--- config.mk ---
export PLATFORM = sky130hd
export DESIGN_NAME = flow_shop_backtrack_scheduler
export DESIGN_NICKNAME = d
export VERILOG_FILES = /design/src/hw/rtl/fsbs_pkg.sv /design/src/hw/rtl/flow_shop_backtrack_scheduler.sv
export SDC_FILE = /design/constraint.sdc
export NUM_CORES = 1
export LEC_CHECK = 0
export BUFFER_PORTS_ARGS = -buffer_cell sky130_fd_sc_hd__buf_2
export CORE_MARGIN = 4
export CORE_UTILIZATION = 30
export DETAILED_ROUTE_END_ITERATION = 10
export HOLD_SLACK_MARGIN = 0.02
export SLEW_MARGIN = 20
export SYNTH_ARGS = -nofsm -noshare
export SYNTH_HDL_FRONTEND = slang
export SYNTH_SLANG_ARGS = --single-unit
--- constraint.sdc ---
create_clock -name clk -period 20 [get_ports clk]
set_input_delay 0 -clock clk [delete_from_list [all_inputs] [get_ports clk]]
set_output_delay 0 -clock clk [all_outputs]
set_load 0.02 [all_outputs]
--- src/hw/rtl/fsbs_pkg.sv ---
// Shared widths, types and constants for the flow shop backtracking scheduler.
package fsbs_pkg;

  localparam int TIME_W  = 10;
  localparam int SPAN_W  = 16;
  localparam int INDEX_W = 3;

  localparam logic [SPAN_W-1:0] BOUND_RESET = 16'd1000;

  typedef struct packed {
    logic [TIME_W-1:0] first;
    logic [TIME_W-1:0] second;
  } job_t;

  typedef struct packed {
    logic [SPAN_W-1:0] f1;
    logic [SPAN_W-1:0] f2;
  } finish_t;

endpackage

--- src/hw/rtl/flow_shop_backtrack_scheduler.sv ---
// Two-machine flow shop scheduler: job loading, depth-first search, result streaming.
//
// Jobs are loaded one word per cycle, while the block is idle, into a job memory; the
// word with in_last_job set starts an exhaustive depth-first search over job orders,
// pruned against the best makespan so far (starting at the cfg bound, strictly-less
// wins, first minimum kept). The search is driven by one evaluation unit in front of
// two synchronous memories (job times, per-level finish times): each tried candidate
// is a job read, then an evaluation; a candidate already in the partial order is
// skipped; and each step back up a level is a finish-time read, then a reload. Pruning
// usually cuts a search far short of the full tree. Results then stream at one word
// per cycle while out_ready is high: the best order, one job index per word, or a
// single word with out_found low when nothing beats the bound. The input is held off
// from the last job until the last result is registered; the final result may still
// wait at the output while the next set loads.
module flow_shop_backtrack_scheduler
  import fsbs_pkg::*;
#(
  parameter int MAX_JOBS = 8
) (
  input  logic               clk,
  input  logic               rst_n,
  input  logic               cfg_valid,
  output logic               cfg_ready,
  input  logic [SPAN_W-1:0]  cfg_data,
  input  logic               in_valid,
  output logic               in_ready,
  input  logic [TIME_W-1:0]  in_first_time,
  input  logic [TIME_W-1:0]  in_second_time,
  input  logic               in_last_job,
  output logic               out_valid,
  input  logic               out_ready,
  output logic [INDEX_W-1:0] out_job_index,
  output logic [SPAN_W-1:0]  out_best_makespan,
  output logic               out_found,
  output logic               out_overflow,
  output logic               out_last_result
);

  localparam int JW = (MAX_JOBS > 1) ? $clog2(MAX_JOBS) : 1;
  localparam int CW = $clog2(MAX_JOBS + 1);

  localparam logic [2:0] S_IDLE = 3'd0;
  localparam logic [2:0] S_INIT = 3'd1;
  localparam logic [2:0] S_RD   = 3'd2;
  localparam logic [2:0] S_EV   = 3'd3;
  localparam logic [2:0] S_BT   = 3'd4;
  localparam logic [2:0] S_OUT  = 3'd5;

  // memories
  job_t    job_mem [MAX_JOBS];
  finish_t lev_mem [MAX_JOBS];
  job_t    job_rd_r;
  finish_t lev_rd_r;

  logic [2:0]          state_r, state_nxt;
  logic [CW-1:0]       count_r, count_nxt;
  logic                ovf_r, ovf_nxt;
  logic [SPAN_W-1:0]   bound_r;
  logic [SPAN_W-1:0]   best_r, best_nxt;
  logic                found_r, found_nxt;
  logic [JW-1:0]       lvl_r, lvl_nxt;
  logic [CW-1:0]       cand_r, cand_nxt;
  logic [MAX_JOBS-1:0] used_r, used_nxt;
  logic [SPAN_W-1:0]   base_f1_r, base_f1_nxt;
  logic [SPAN_W-1:0]   base_f2_r, base_f2_nxt;
  logic [JW-1:0]       oidx_r, oidx_nxt;
  logic [JW-1:0]       choice_r [MAX_JOBS];
  logic [JW-1:0]       order_r [MAX_JOBS];

  logic                out_valid_r, out_valid_nxt;
  logic [INDEX_W-1:0]  out_idx_r;
  logic [SPAN_W-1:0]   out_span_r;
  logic                out_found_r;
  logic                out_ovf_r;
  logic                out_last_r;

  logic                job_we;
  logic                lev_we;
  logic [JW-1:0]       lev_wa;
  finish_t             lev_wd;
  logic                choose;
  logic                save;
  logic                do_back;
  logic                out_load;
  logic                out_last_nxt;
  logic [INDEX_W-1:0]  out_idx_nxt;

  logic [SPAN_W-1:0]   f1, f2, f2_start;
  logic                hit;
  logic                last_lvl;
  logic [JW-1:0]       prev_choice;

  assign cfg_ready = 1'b1;
  assign in_ready  = (state_r == S_IDLE);

  assign out_valid         = out_valid_r;
  assign out_job_index     = out_idx_r;
  assign out_best_makespan = out_span_r;
  assign out_found         = out_found_r;
  assign out_overflow      = out_ovf_r;
  assign out_last_result   = out_last_r;

  // one extension step: f1' = f1 + a, f2' = max(f1', f2) + b
  always_comb begin
    f1       = base_f1_r + SPAN_W'(job_rd_r.first);
    f2_start = (f1 > base_f2_r) ? f1 : base_f2_r;
    f2       = f2_start + SPAN_W'(job_rd_r.second);
    hit      = (f2 < best_r);
    last_lvl = ((CW'(lvl_r) + CW'(1)) == count_r);
  end

  assign prev_choice  = choice_r[lvl_r - JW'(1)];
  assign out_idx_nxt  = found_r ? INDEX_W'(order_r[oidx_r]) : '0;
  assign out_last_nxt = !found_r || ((CW'(oidx_r) + CW'(1)) == count_r);

  always_comb begin
    state_nxt     = state_r;
    count_nxt     = count_r;
    ovf_nxt       = ovf_r;
    best_nxt      = best_r;
    found_nxt     = found_r;
    lvl_nxt       = lvl_r;
    cand_nxt      = cand_r;
    used_nxt      = used_r;
    base_f1_nxt   = base_f1_r;
    base_f2_nxt   = base_f2_r;
    oidx_nxt      = oidx_r;
    out_valid_nxt = out_valid_r;
    job_we        = 1'b0;
    lev_we        = 1'b0;
    lev_wa        = '0;
    lev_wd        = '0;
    choose        = 1'b0;
    save          = 1'b0;
    do_back       = 1'b0;
    out_load      = 1'b0;

    if (out_valid_r && out_ready) begin
      out_valid_nxt = 1'b0;
    end

    case (state_r)
      S_IDLE: begin
        if (in_valid) begin
          if (count_r < CW'(MAX_JOBS)) begin
            job_we    = 1'b1;
            count_nxt = count_r + CW'(1);
          end else begin
            ovf_nxt = 1'b1;
          end
          if (in_last_job) begin
            state_nxt = S_INIT;
          end
        end
      end
      S_INIT: begin
        best_nxt    = bound_r;
        found_nxt   = 1'b0;
        lvl_nxt     = '0;
        cand_nxt    = '0;
        used_nxt    = '0;
        base_f1_nxt = '0;
        base_f2_nxt = '0;
        lev_we      = 1'b1;
        state_nxt   = S_RD;
      end
      S_RD: begin
        if (cand_r >= count_r) begin
          do_back = 1'b1;
        end else if (used_r[cand_r[JW-1:0]]) begin
          cand_nxt = cand_r + CW'(1);
        end else begin
          state_nxt = S_EV;
        end
      end
      S_EV: begin
        if (hit) begin
          choose = 1'b1;
          if (!last_lvl) begin
            used_nxt[cand_r[JW-1:0]] = 1'b1;
            lev_we      = 1'b1;
            lev_wa      = lvl_r + JW'(1);
            lev_wd.f1   = f1;
            lev_wd.f2   = f2;
            lvl_nxt     = lvl_r + JW'(1);
            cand_nxt    = '0;
            base_f1_nxt = f1;
            base_f2_nxt = f2;
            state_nxt   = S_RD;
          end else begin
            best_nxt  = f2;
            found_nxt = 1'b1;
            save      = 1'b1;
            do_back   = 1'b1;
          end
        end else begin
          cand_nxt  = cand_r + CW'(1);
          state_nxt = S_RD;
        end
      end
      S_BT: begin
        base_f1_nxt = lev_rd_r.f1;
        base_f2_nxt = lev_rd_r.f2;
        state_nxt   = S_RD;
      end
      S_OUT: begin
        if (!out_valid_r || out_ready) begin
          out_load      = 1'b1;
          out_valid_nxt = 1'b1;
          if (out_last_nxt) begin
            count_nxt = '0;
            ovf_nxt   = 1'b0;
            state_nxt = S_IDLE;
          end else begin
            oidx_nxt = oidx_r + JW'(1);
          end
        end
      end
      default: begin
        state_nxt = S_IDLE;
      end
    endcase

    // step back a level: release the job chosen there and try the next one; at the top level, start streaming results
    if (do_back) begin
      if (lvl_r == '0) begin
        oidx_nxt  = '0;
        state_nxt = S_OUT;
      end else begin
        lvl_nxt               = lvl_r - JW'(1);
        cand_nxt              = CW'(prev_choice) + CW'(1);
        used_nxt[prev_choice] = 1'b0;
        state_nxt             = S_BT;
      end
    end
  end

  always_ff @(posedge clk) begin
    if (!rst_n) begin
      state_r     <= S_IDLE;
      count_r     <= '0;
      ovf_r       <= 1'b0;
      bound_r     <= BOUND_RESET;
      found_r     <= 1'b0;
      lvl_r       <= '0;
      cand_r      <= '0;
      used_r      <= '0;
      oidx_r      <= '0;
      out_valid_r <= 1'b0;
    end else begin
      state_r     <= state_nxt;
      count_r     <= count_nxt;
      ovf_r       <= ovf_nxt;
      found_r     <= found_nxt;
      lvl_r       <= lvl_nxt;
      cand_r      <= cand_nxt;
      used_r      <= used_nxt;
      oidx_r      <= oidx_nxt;
      out_valid_r <= out_valid_nxt;
      if (cfg_valid && cfg_ready) begin
        bound_r <= cfg_data;
      end
    end
  end

  // datapath registers
  always_ff @(posedge clk) begin
    best_r    <= best_nxt;
    base_f1_r <= base_f1_nxt;
    base_f2_r <= base_f2_nxt;
    if (choose) begin
      choice_r[lvl_r] <= cand_r[JW-1:0];
    end
    if (save) begin
      for (int i = 0; i < MAX_JOBS; i++) begin
        order_r[i] <= (JW'(i) == lvl_r) ? cand_r[JW-1:0] : choice_r[i];
      end
    end
    if (out_load) begin
      out_idx_r   <= out_idx_nxt;
      out_span_r  <= best_r;
      out_found_r <= found_r;
      out_ovf_r   <= ovf_r;
      out_last_r  <= out_last_nxt;
    end
  end

  // job memory: written while loading, read in the cycle before evaluation
  always_ff @(posedge clk) begin
    if (job_we) begin
      job_mem[count_r[JW-1:0]] <= '{first: in_first_time, second: in_second_time};
    end
    job_rd_r <= job_mem[cand_r[JW-1:0]];
  end

  // level memory: level 0 cleared at the start, written on descent, read at the level returned to on the way back up
  always_ff @(posedge clk) begin
    if (lev_we) begin
      lev_mem[lev_wa] <= lev_wd;
    end
    lev_rd_r <= lev_mem[lvl_nxt];
  end

endmodule

Word level (Yosys, flattened, before mapping)
Memory sizes are Yosys's and may differ from the RTL's. A register that Yosys moved wholly into a read port is not among the register bits.
Index checks and enable logic that the tools add are counted.
{"block": "totals", "ff_bits": 111, "ram_bits": 464, "inputBits": 42, "out_inout_bits": 25, "word_cells": 192, "n_memories": 4}
{"memory": "lev_mem", "depth": 8, "word_bits": 32, "rd": 1, "rd_ports_with_merged_regs": 1, "write_ports": 1, "line_no": "flow_shop_backtrack_scheduler.sv:51", "source": "finish_t lev_mem [MAX_JOBS];"}
{"memory": "job_mem", "depth": 8, "word_bits": 20, "rd": 1, "rd_ports_with_merged_regs": 1, "write_ports": 1, "line_no": "flow_shop_backtrack_scheduler.sv:50", "source": "job_t job_mem [MAX_JOBS];"}
{"memory": "choice_r", "depth": 8, "word_bits": 3, "rd": 9, "rd_ports_with_merged_regs": 0, "write_ports": 1, "line_no": "flow_shop_backtrack_scheduler.sv:67", "source": "logic [JW-1:0] choice_r [MAX_JOBS];"}
{"memory": "order_r", "depth": 8, "word_bits": 3, "rd": 1, "rd_ports_with_merged_regs": 1, "write_ports": 8, "line_no": "flow_shop_backtrack_scheduler.sv:68", "source": "logic [JW-1:0] order_r [MAX_JOBS];"}
{"block": "op_classes", "addsub": 10, "n_lt_le_gt_ge": 8, "n_eq_ne": 29, "muxes": 102, "n_bitwise": 3, "reduce_logical": 19}
{"operator": "two-way mux 16 bit", "count": 7}
{"operator": "two-way mux 32 bit", "count": 3}
{"operator": "one-hot mux 16 bit (3 select lines)", "count": 2}
{"operator": "two-way mux 3 bit", "count": 29}
{"operator": "two-way mux 4 bit", "count": 10}
{"operator": "two-way mux 1 bit", "count": 34}
{"operator": "adder 16 x 10 -> 16 bit", "count": 2}
{"operator": "two-way mux 8 bit", "count": 4}
{"operator": "one-hot mux 16 bit (2 select lines)", "count": 1}
{"operator": "greater-than comparator 16 bit", "count": 1}
{"operator": "less-than comparator 16 bit", "count": 1}
{"operator": "one-hot mux 8 bit (2 select lines)", "count": 1}
{"operator": "one-hot mux 3 bit (5 select lines)", "count": 1}
{"operator": "!= test 2 bit (second input constant)", "count": 7}
{"operator": "adder 3 x 1 -> 4 bit (second input constant)", "count": 3}
{"operator": "equality test 3 bit (first input constant)", "count": 4}
{"operator": "!= test 3 bit (second input constant)", "count": 4}
{"operator": "one-hot mux 4 bit (3 select lines)", "count": 1}
{"operator": "AND reduction 5 bit", "count": 2}
{"operator": "adder 4 x 1 -> 4 bit (second input constant)", "count": 2}
{"operator": "bitwise AND 8 bit", "count": 1}
{"operator": "equality test 4 bit", "count": 2}
{"operator": "less-than comparator 3 x 4 -> 1 bit (second input constant)", "count": 2}
{"operator": "NOT 8 bit", "count": 1}
{"operator": "29 further kinds", "count": 46}

Longest topological paths before layout
Gate-level depths: netlist (run 1).
{"block": "logic_depth", "word_depth": 11, "mapped_depth": 45, "mapped_depth_nobuf": 39}

Worst setup path before layout (run 1)
Ideal clock, no wire load.
{"block": "synth_path", "path_type": "reg-to-reg", "startpoint": "register base_f1_r[4]", "endpoint": "memory lev_mem[4][0] (netlist name), enable pin", "setup_ps": 513, "t_arrival_ps": 10537, "required_time_ps": 19487, "slack_ps": 8951, "path_stages_with_launch": 35, "n_path_buf": 3, "synth_period_minus_slack_ps": 11049, "path_cell_list": "edfxtp_1 ha_1 a21o_1 a221oi_1 o21ai_0 o211ai_1 xor2_1 inv_1 ha_1 nand4_1 nor4_1 o21ai_0 o211a_1 a21oi_1 clkbuf_1 buf_1 mux2_2 ha_1 fa_1 nand3_1 a21boi_0 o21ai_0 a21oi_1 o211ai_1 nand2_1 xor2_1 inv_1 ha_1 and3_1 o21ai_0 o211ai_2 a211oi_1 buf_2 nand3_1 nor4b_1"}
{"block": "synth_via", "elab_chain_cells": 9, "elab_cells_between_ends": 11, "classes_between": "add/sub: 2; order compare: 2; mux: 7"}
{"item": "start, declared", "line_no": "flow_shop_backtrack_scheduler.sv:64", "source": "logic [SPAN_W-1:0] base_f1_r, base_f1_nxt;"}
{"item": "start signal, assigned", "line_no": "flow_shop_backtrack_scheduler.sv:269", "source": "base_f1_r <= base_f1_nxt;"}
{"item": "adder 16 x 10 -> 16 bit (*)", "line_no": "flow_shop_backtrack_scheduler.sv:105", "source": "f1 = base_f1_r + SPAN_W'(job_rd_r.first);"}
{"item": "greater-than comparator 16 bit", "line_no": "flow_shop_backtrack_scheduler.sv:106", "source": "f2_start = (f1 > base_f2_r) ? f1 : base_f2_r;"}
{"item": "two-way mux 16 bit (*)", "line_no": "flow_shop_backtrack_scheduler.sv:106"}
{"item": "adder 16 x 10 -> 16 bit (*)", "line_no": "flow_shop_backtrack_scheduler.sv:107", "source": "f2 = f2_start + SPAN_W'(job_rd_r.second);"}
{"item": "less-than comparator 16 bit (*)", "line_no": "flow_shop_backtrack_scheduler.sv:108", "source": "hit = (f2 < best_r);"}
{"item": "two-way mux 1 bit", "line_no": "flow_shop_backtrack_scheduler.sv:177", "source": "if (hit) begin"}
{"item": "one-hot mux 1 bit (2 select lines)", "line_no": "flow_shop_backtrack_scheduler.sv:142", "source": "case (state_r)"}
{"item": "two-way mux 1 bit", "line_no": "flow_shop_backtrack_scheduler.sv:298", "source": "if (lev_we) begin"}
{"item": "two-way mux 1 bit (not written as such)", "line_no": "flow_shop_backtrack_scheduler.sv:299", "source": "lev_mem[lev_wa] <= lev_wd;"}
{"item": "end, declared", "line_no": "flow_shop_backtrack_scheduler.sv:51"}
Mark *: on every way between the ends. The rest lies on a longest branch, timed or not.

Final worst setup path (run 1)
{"block": "layout_path", "startpoint": "register base_f1_r[4]", "endpoint": "register lev_rd_r[8] (netlist name)"}
{"block": "layout_via", "elab_chain_cells": 9, "elab_cells_between_ends": 11, "classes_between": "add/sub: 2; order compare: 2; mux: 7"}
{"item": "adder 16 x 10 -> 16 bit (*)", "line_no": "flow_shop_backtrack_scheduler.sv:105"}
{"item": "greater-than comparator 16 bit", "line_no": "flow_shop_backtrack_scheduler.sv:106"}
{"item": "two-way mux 16 bit (*)", "line_no": "flow_shop_backtrack_scheduler.sv:106"}
{"item": "adder 16 x 10 -> 16 bit (*)", "line_no": "flow_shop_backtrack_scheduler.sv:107"}
{"item": "less-than comparator 16 bit (*)", "line_no": "flow_shop_backtrack_scheduler.sv:108"}
{"item": "two-way mux 3 bit", "line_no": "flow_shop_backtrack_scheduler.sv:177"}
{"item": "one-hot mux 3 bit (2 select lines)", "line_no": "flow_shop_backtrack_scheduler.sv:142"}
{"item": "two-way mux 3 bit", "line_no": "flow_shop_backtrack_scheduler.sv:226", "source": "if (lvl_r == '0) begin"}
{"item": "two-way mux 3 bit (*)", "line_no": "flow_shop_backtrack_scheduler.sv:225", "source": "if (do_back) begin"}
Marked as above.
A chain may end at the register's enable or synchronous reset.

==> impl_metrics.json, run 1 <==
{
  "synth_nets": 1935,
  "yosysMostFrequentCell": "edfxtp_1",
  "status": "finished clean",
  "synth.distinct_cells": 69,
  "ys_seq_area_frac": 0.6773,
  "hold_viol_final": 0,
  "core_um2": 87160,
  "startpoint": "base_f1_r[4]",
  "cts-root-buf": "clkbuf_16",
  "r2r_end": "lev_rd_r[8]",
  "area_growth_pct": 18.28,
  "worstSetupEndpoint": "lev_rd_r[8]",
  "clk_pin_slew_ns": 0.06,
  "tightest_slew_ns": 1.093,
  "wirelength_mm": 60.99,
  "fillerInstances": 8145,
  "wire_per_inst_um": 19.06,
  "die_area_um2": 93190,
  "p_int_mw": 2.942,
  "crit_required_ns": 20.49,
  "p_seq_frac": 0.369,
  "maxCapViolations": 0,
  "clock_path_buffers": 3,
  "io_pins": 67,
  "finalCriticalPeriod_ns": 10.56,
  "tritoncts": "yes",
  "insertion_delay_ns": 0.62,
  "min_path_type": "in2reg",
  "numCtsBuffers": 68,
  "cp-start-kind": "flop",
  "dp_hpwl_mm": 37.26,
  "p_comb_frac": 0.356,
  "cts_max_level": 3,
  "via_count": 15428,
  "drt_pre_antenna_iters": 5,
  "p_per_area_nw_per_um2": 145.9,
  "slowest_stage": "buf_4",
  "yosys_register_bits": 630,
  "max_slew_margin": 0.2715,
  "netlist_area_um2": 26510,
  "initial_core_util": 0.3042,
  "synthFlopType": "edfxtp_1",
  "max_freq_ghz": 0.09467,
  "crit_fanout": 62,
  "cts_resized": 0,
  "grt_pass1_vias": 15615,
  "ir_drop_mv": 0.1224,
  "syn_avg_cell_area_um2": 14.54,
  "crit_type": "reg2reg",
  "drc_errors": 0,
  "antenna_found_initial": 4,
  "layout.nets": 2103,
  "drt_iter0_drc": 1065,
  "rr_startpoint": "base_f1_r[4]",
  "synthCells": 1823,
  "setup_tns_ns": 0,
  "fin_crit_sh": 0.5281,
  "r2r_slack_ns": 9.44,
  "synthArstFlopShare": 0,
  "setup_viol": 0,
  "yosys_warnings": 0,
  "yosys-top-cells-count": "534 x edfxtp_1, 220 x mux2i_1, 130 x nand2_1, 96 x dfxtp_1, 89 x inv_1",
  "crit_path_end_kind": "flop",
  "grt_overflow_total": 0,
  "gp_congestion": 0.8523,
  "grt_usage": 0.1280,
  "slew_viol_final": 0,
  "dieWidth_um": 305.3,
  "grt_max_degree": 63,
  "rows": 108,
  "drive_gt1_frac": 0.1543,
  "rsz0062_at_grt": "false",
  "sw_frac_of_total": 0.3572,
  "port_buffers": 65,
  "rr_worst_depth": 38,
  "synth_top_area_share": 0.6048,
  "cp_data_arrival_time_ns": 11.05,
  "p_leak_nw": 11.19,
  "yosys.area.top_type": "edfxtp_1",
  "die_h_um": 305.3,
  "p_sw_mw": 1.635,
  "postRouteAntennaNets": 0,
  "cts.sinks": 630,
  "vias_per_cell": 4.821,
  "power_mw": 4.577,
  "synth-edff-count": 534,
  "clockPowerShare": 0.275,
  "synthTopCellsByArea": "edfxtp_1 60%, mux2i_1 8.3%, dfxtp_1 7.2%",
  "hold_start": "in_first_time[2]",
  "max_stage_delay_ns": 0.82,
  "grt_pass1_wl_mm": 93.60,
  "clock_skew_ns": 0.03335
}
## how the worst min path moves through the flow
| stage | endpoint | slack [ns] | depth (start not counted) |
|---|---|---|---|
| floorplan | job_mem[0][0] | 0.1 | 0 |
| global placement | bound_r[8] | 0.22 | 3 |
| detailed placement | bound_r[8] | 0.22 | 3 |
| CTS | job_mem[7][12] | 0.16 | 2 |
| global route | job_mem[0][12] | 0.18 | 2 |
| finish | job_mem[2][12] | 0.19 | 2 |
## per-layer routing
| layer | track usage | wire (um) | vias to the layer above |
|---|---|---|---|
| met5 | 0 | 0 | - |
| met4 | 0.03783 | 1397 | 0 |
| met3 | 0.02264 | 3285 | 91 |
| met1 | 0.1752 | 27780 | 7724 |
| li1 | - | - | 7192 |
| met2 | 0.2093 | 28530 | 421 |
## what timing repair did
| item | CTS | global route |
|---|---|---|
| hold buffers | 74 | 0 |
| setup buffers | 0 | 0 |
| endpoints found under the hold margin | 193 | 0 |
## cell families (layout without fill, tap and decap cells)
logic type	Yosys count	in the layout	synth area share
mux	284	284	0.1158
simple gates	353	353	0.06192
fa+ha+maj	70	70	0.03360
other cells	1	4	0.0001414
compound gates	273	273	0.06923
xor+xnor	39	39	0.01288
buf+inv	173	392	0.02912
flops	630	630	0.6773
## flip-flops by register name (all words and copies together) (netlist names), 4 cells and up
signal and flops:
bound_r 16, order_r 24, lev_rd_r 32, job_rd_r 20, used_r 8, base_f2_r 16
out_best_makespan 16, job_mem 160, choice_r 24, count_r 4, lev_mem 256, cand_r 4
best_r 16, base_f1_r 16
## worst max-delay path: cells and delay by family, from the launching register on
kind            cells  cell delay, ns
compound gates     19            4.31
mux                 5            1.59
buf+inv             4            1.30
fa+ha+maj           4            1.21
simple gates        4            0.94
xor+xnor            2            0.64
flops               1            0.37
## placed cells by master (no fill, tap or decap), types with 19 or more instances in the layout
cell             n
edfxtp_1       534
mux2i_1        220
nand2_1        129
dfxtp_1         96
inv_1           89
a22oi_1         80
nor2_1          79
dlygate4sd3_1   74
o21ai_0         69
clkbuf_16       69
ha_1            68
buf_2           65
mux2_2          50
buf_4           41
a21oi_1         40
a21o_1          27
nand4_1         25
xnor2_1         22
nor3_1          21
nor2b_1         19
## through the flow
| step | utilization | worst slack (ns) | cell area, um2 | hold WS (ns) | std cells |
|---|---|---|---|---|---|
| finish | 0.3598 | 9.437 | 31360 | 0.1941 | 3200 |
| global route | 0.3598 | 8.576 | 31360 | 0.1820 | 3199 |
| CTS | 0.3597 | 9.472 | 31350 | 0.1566 | 3197 |
| detailed placement | 0.3250 | 9.500 | 28330 | 0.2240 | 3002 |
| global placement | 0.3250 | 9.742 | 28330 | 0.2202 | 3002 |
| floorplan | - | 8.951 | 26510 | 0.09887 | 1823 |
## cell type report
| cell class | instances | area (um2) | share of cell area |
|---|---|---|---|
| inverter | 91 | 341.6 | 0.01089 |
| clock buffer | 85 | 1847 | 0.05889 |
| sequential | 630 | 17960 | 0.5726 |
| clock inverter | 36 | 434.2 | 0.01385 |
| timing repair buffer | 180 | 1374 | 0.04381 |
| antenna | 3 | 7.507 | 0.0002394 |
| tap | 1155 | 1445 | 0.04608 |
| multi-input combinational | 1020 | 7953 | 0.2536 |
## power groups by stage
stage          Clock (mW)  Sequential (mW)  Combinational, mW
2_1_floorplan           0             1.68               1.10
3_3_place_gp            0             1.71               1.57
3_5_place_dp            0             1.72               1.59
4_1_cts              1.29             1.69               1.61
5_1_grt              1.34             1.70               1.81
6_report             1.26             1.69               1.63
(Power assumes the default switching activity.)
==> run 2: changes to the inputs <==
Clock period 20 ns to 9.25 ns, I/O delays scaled along.
==> run 2 against run 1 <==
Core utilization rose by 0.80 points. Die area unchanged. Design area increased by 2.2%. Fmax is 19% higher. Critical endpoint is now lev_rd_r[3]. Largest power group is now combinational cells. Highest routed layer is now met5.
==> impl_metrics.json, run 2 (synthesis gave the netlist of run 1 again) <==
{
  "whs_ns": 0.1975,
  "p_sw_mw": 3.775,
  "vias_per_cell": 4.848,
  "top_register": "lev_mem",
  "clockPowerShare": 0.255,
  "drive_gt1_frac": 0.1762,
  "layout.nets": 2145,
  "final_common_cell": "edfxtp_1",
  "tightest_slew_ns": 0.9925,
  "worstSetupEndpoint": "lev_rd_r[3]",
  "fin_crit_sh": 0.9619,
  "cts.sinks": 630,
  "wire_per_inst_um": 20.09,
  "cts-root-buf": "clkbuf_16",
  "dieWidth_um": 305.3,
  "worst_slack_ns": 0.3521,
  "initial_core_util": 0.3042,
  "sw_frac_of_total": 0.3622,
  "wl_met2_mm": 30.21,
  "port_buffers": 65,
  "clock_skew_ns": 0.01842,
  "status": "finished clean",
  "mostFrequentLayoutCells": "534 x edfxtp_1, 216 x mux2i_1, 129 x nand2_1, 96 x dfxtp_1, 89 x inv_1",
  "core_um2": 87160,
  "antenna_found_initial": 5,
  "met1_length_mm": 29.71,
  "finalCriticalPeriod_ns": 8.898,
  "p_leak_nw": 11.48,
  "crit_path_end_kind": "flop",
  "gp_congestion": 0.8413,
  "grt_overflow_total": 0,
  "cts_max_level": 3,
  "max_slew_margin": 0.3367,
  "grt_pass1_vias": 15834,
  "slew_viol_final": 0,
  "maxCapViolations": 0,
  "wirelength_mm": 65.12,
  "via_count": 15713,
  "path_delay_family": "compound AO/OA/AOI/OAI gates",
  "rr_startpoint": "base_f1_r[0]",
  "p_int_mw": 6.648,
  "r2r_slack_ns": 0.35,
  "max_stage_delay_ns": 0.57,
  "drt_pre_antenna_iters": 5,
  "die_h_um": 305.3,
  "post-place-ws_ns": 0.01224,
  "ir_drop_mv": 0.2663,
  "r2r_end": "lev_rd_r[3]",
  "crit_fanout": 11,
  "p_comb_frac": 0.396,
  "clk_pin_slew_ns": 0.06,
  "crit_type": "reg2reg",
  "grt_max_degree": 66,
  "numCtsBuffers": 68,
  "drt_iter0_drc": 1213,
  "tritoncts": "yes",
  "crit_top_cell": "ha_1",
  "cp-start-kind": "flop",
  "crit_cells": 39,
  "crit_required_ns": 9.74,
  "hold_start": "in_first_time[7]",
  "grt_usage": 0.1329,
  "insertion_delay_ns": 0.61,
  "max_freq_ghz": 0.1124,
  "grt_pass1_wl_mm": 96.47,
  "startpoint": "base_f1_r[0]",
  "setup_viol": 0,
  "die_area_um2": 93190,
  "rows": 108,
  "largest_register_ff_count": 256,
  "min_path_type": "in2reg",
  "drc_errors": 0,
  "p_per_area_nw_per_um2": 325.1,
  "dp_hpwl_mm": 39.48,
  "cp_data_arrival_time_ns": 9.39,
  "area_growth_pct": 20.91,
  "hold_viol_final": 0,
  "io_pins": 67,
  "p_seq_frac": 0.350,
  "wl_met3_mm": 3.645,
  "slowest_stage": "or4b_4",
  "path_buf_inv": 5,
  "highest_layer": "met5",
  "clock_path_buffers": 3,
  "fillerInstances": 8152,
  "postRouteAntennaNets": 0,
  "rr_worst_depth": 39
}
==> run 2: how the worst min path moves through the flow <==
| stage | endpoint | slack, ns | cells after the start |
|---|---|---|---|
| after floorplan | job_mem[0][0] | 0.1 | 0 |
| after global placement | bound_r[6] | 0.22 | 3 |
| after detailed placement | bound_r[6] | 0.22 | 3 |
| after CTS | job_mem[0][17] | 0.17 | 2 |
| after global routing | job_mem[0][17] | 0.21 | 2 |
| final | job_mem[0][17] | 0.20 | 2 |
==> run 2: through the flow <==
step	std cells	TNS [ns]	total power, mW	cell area, um2	utilization
after floorplan	1823	-57.08	6.003	26550	-
after global placement	3028	0	7.406	28720	0.3295
after detailed placement	3028	0	7.490	28720	0.3295
after CTS	3223	0	10.20	31670	0.3633
after global routing	3240	-0.6416	10.98	32050	0.3677
final	3241	0	10.42	32050	0.3678
==> run 2: cell type report <==
class	instances	area [um2]	share of cell area
multi-input combinational	1021	8132	0.2537
clock inverter	27	287.8	0.008978
tap	1155	1445	0.04508
antenna	3	7.507	0.0002342
timing repair buffer	221	1974	0.06159
inverter	91	341.6	0.01066
sequential	630	17960	0.5602
clock buffer	93	1909	0.05957
==> run 2: repair_timing <==
item | 4_1_cts | 5_1_grt
gates resized for setup | 0 | 38
hold buffers | 74 | 0
hold endpoints to repair | 192 | 0
pin swaps | 1 | 10
cloned | 0 | 9
setup buffers | 1 | 6
setup endpoints to repair | 13 | 98
==> run 2: power by group through the flow <==
stage                     combinational (mW)  sequential [mW]  clock (mW)
after CTS                               3.84             3.65        2.71
after global routing                    4.47             3.67        2.84
after floorplan                         2.37             3.63           0
after detailed placement                3.79             3.70           0
final                                   4.12             3.64        2.66
after global placement                  3.71             3.70           0
==> run 2: metal layers <==
metal	vias up	GRT usage
met3	107	0.02520
met4	4	0.03543
met2	425	0.2144
met1	7891	0.1849
li1	7286	-
met5	-	0
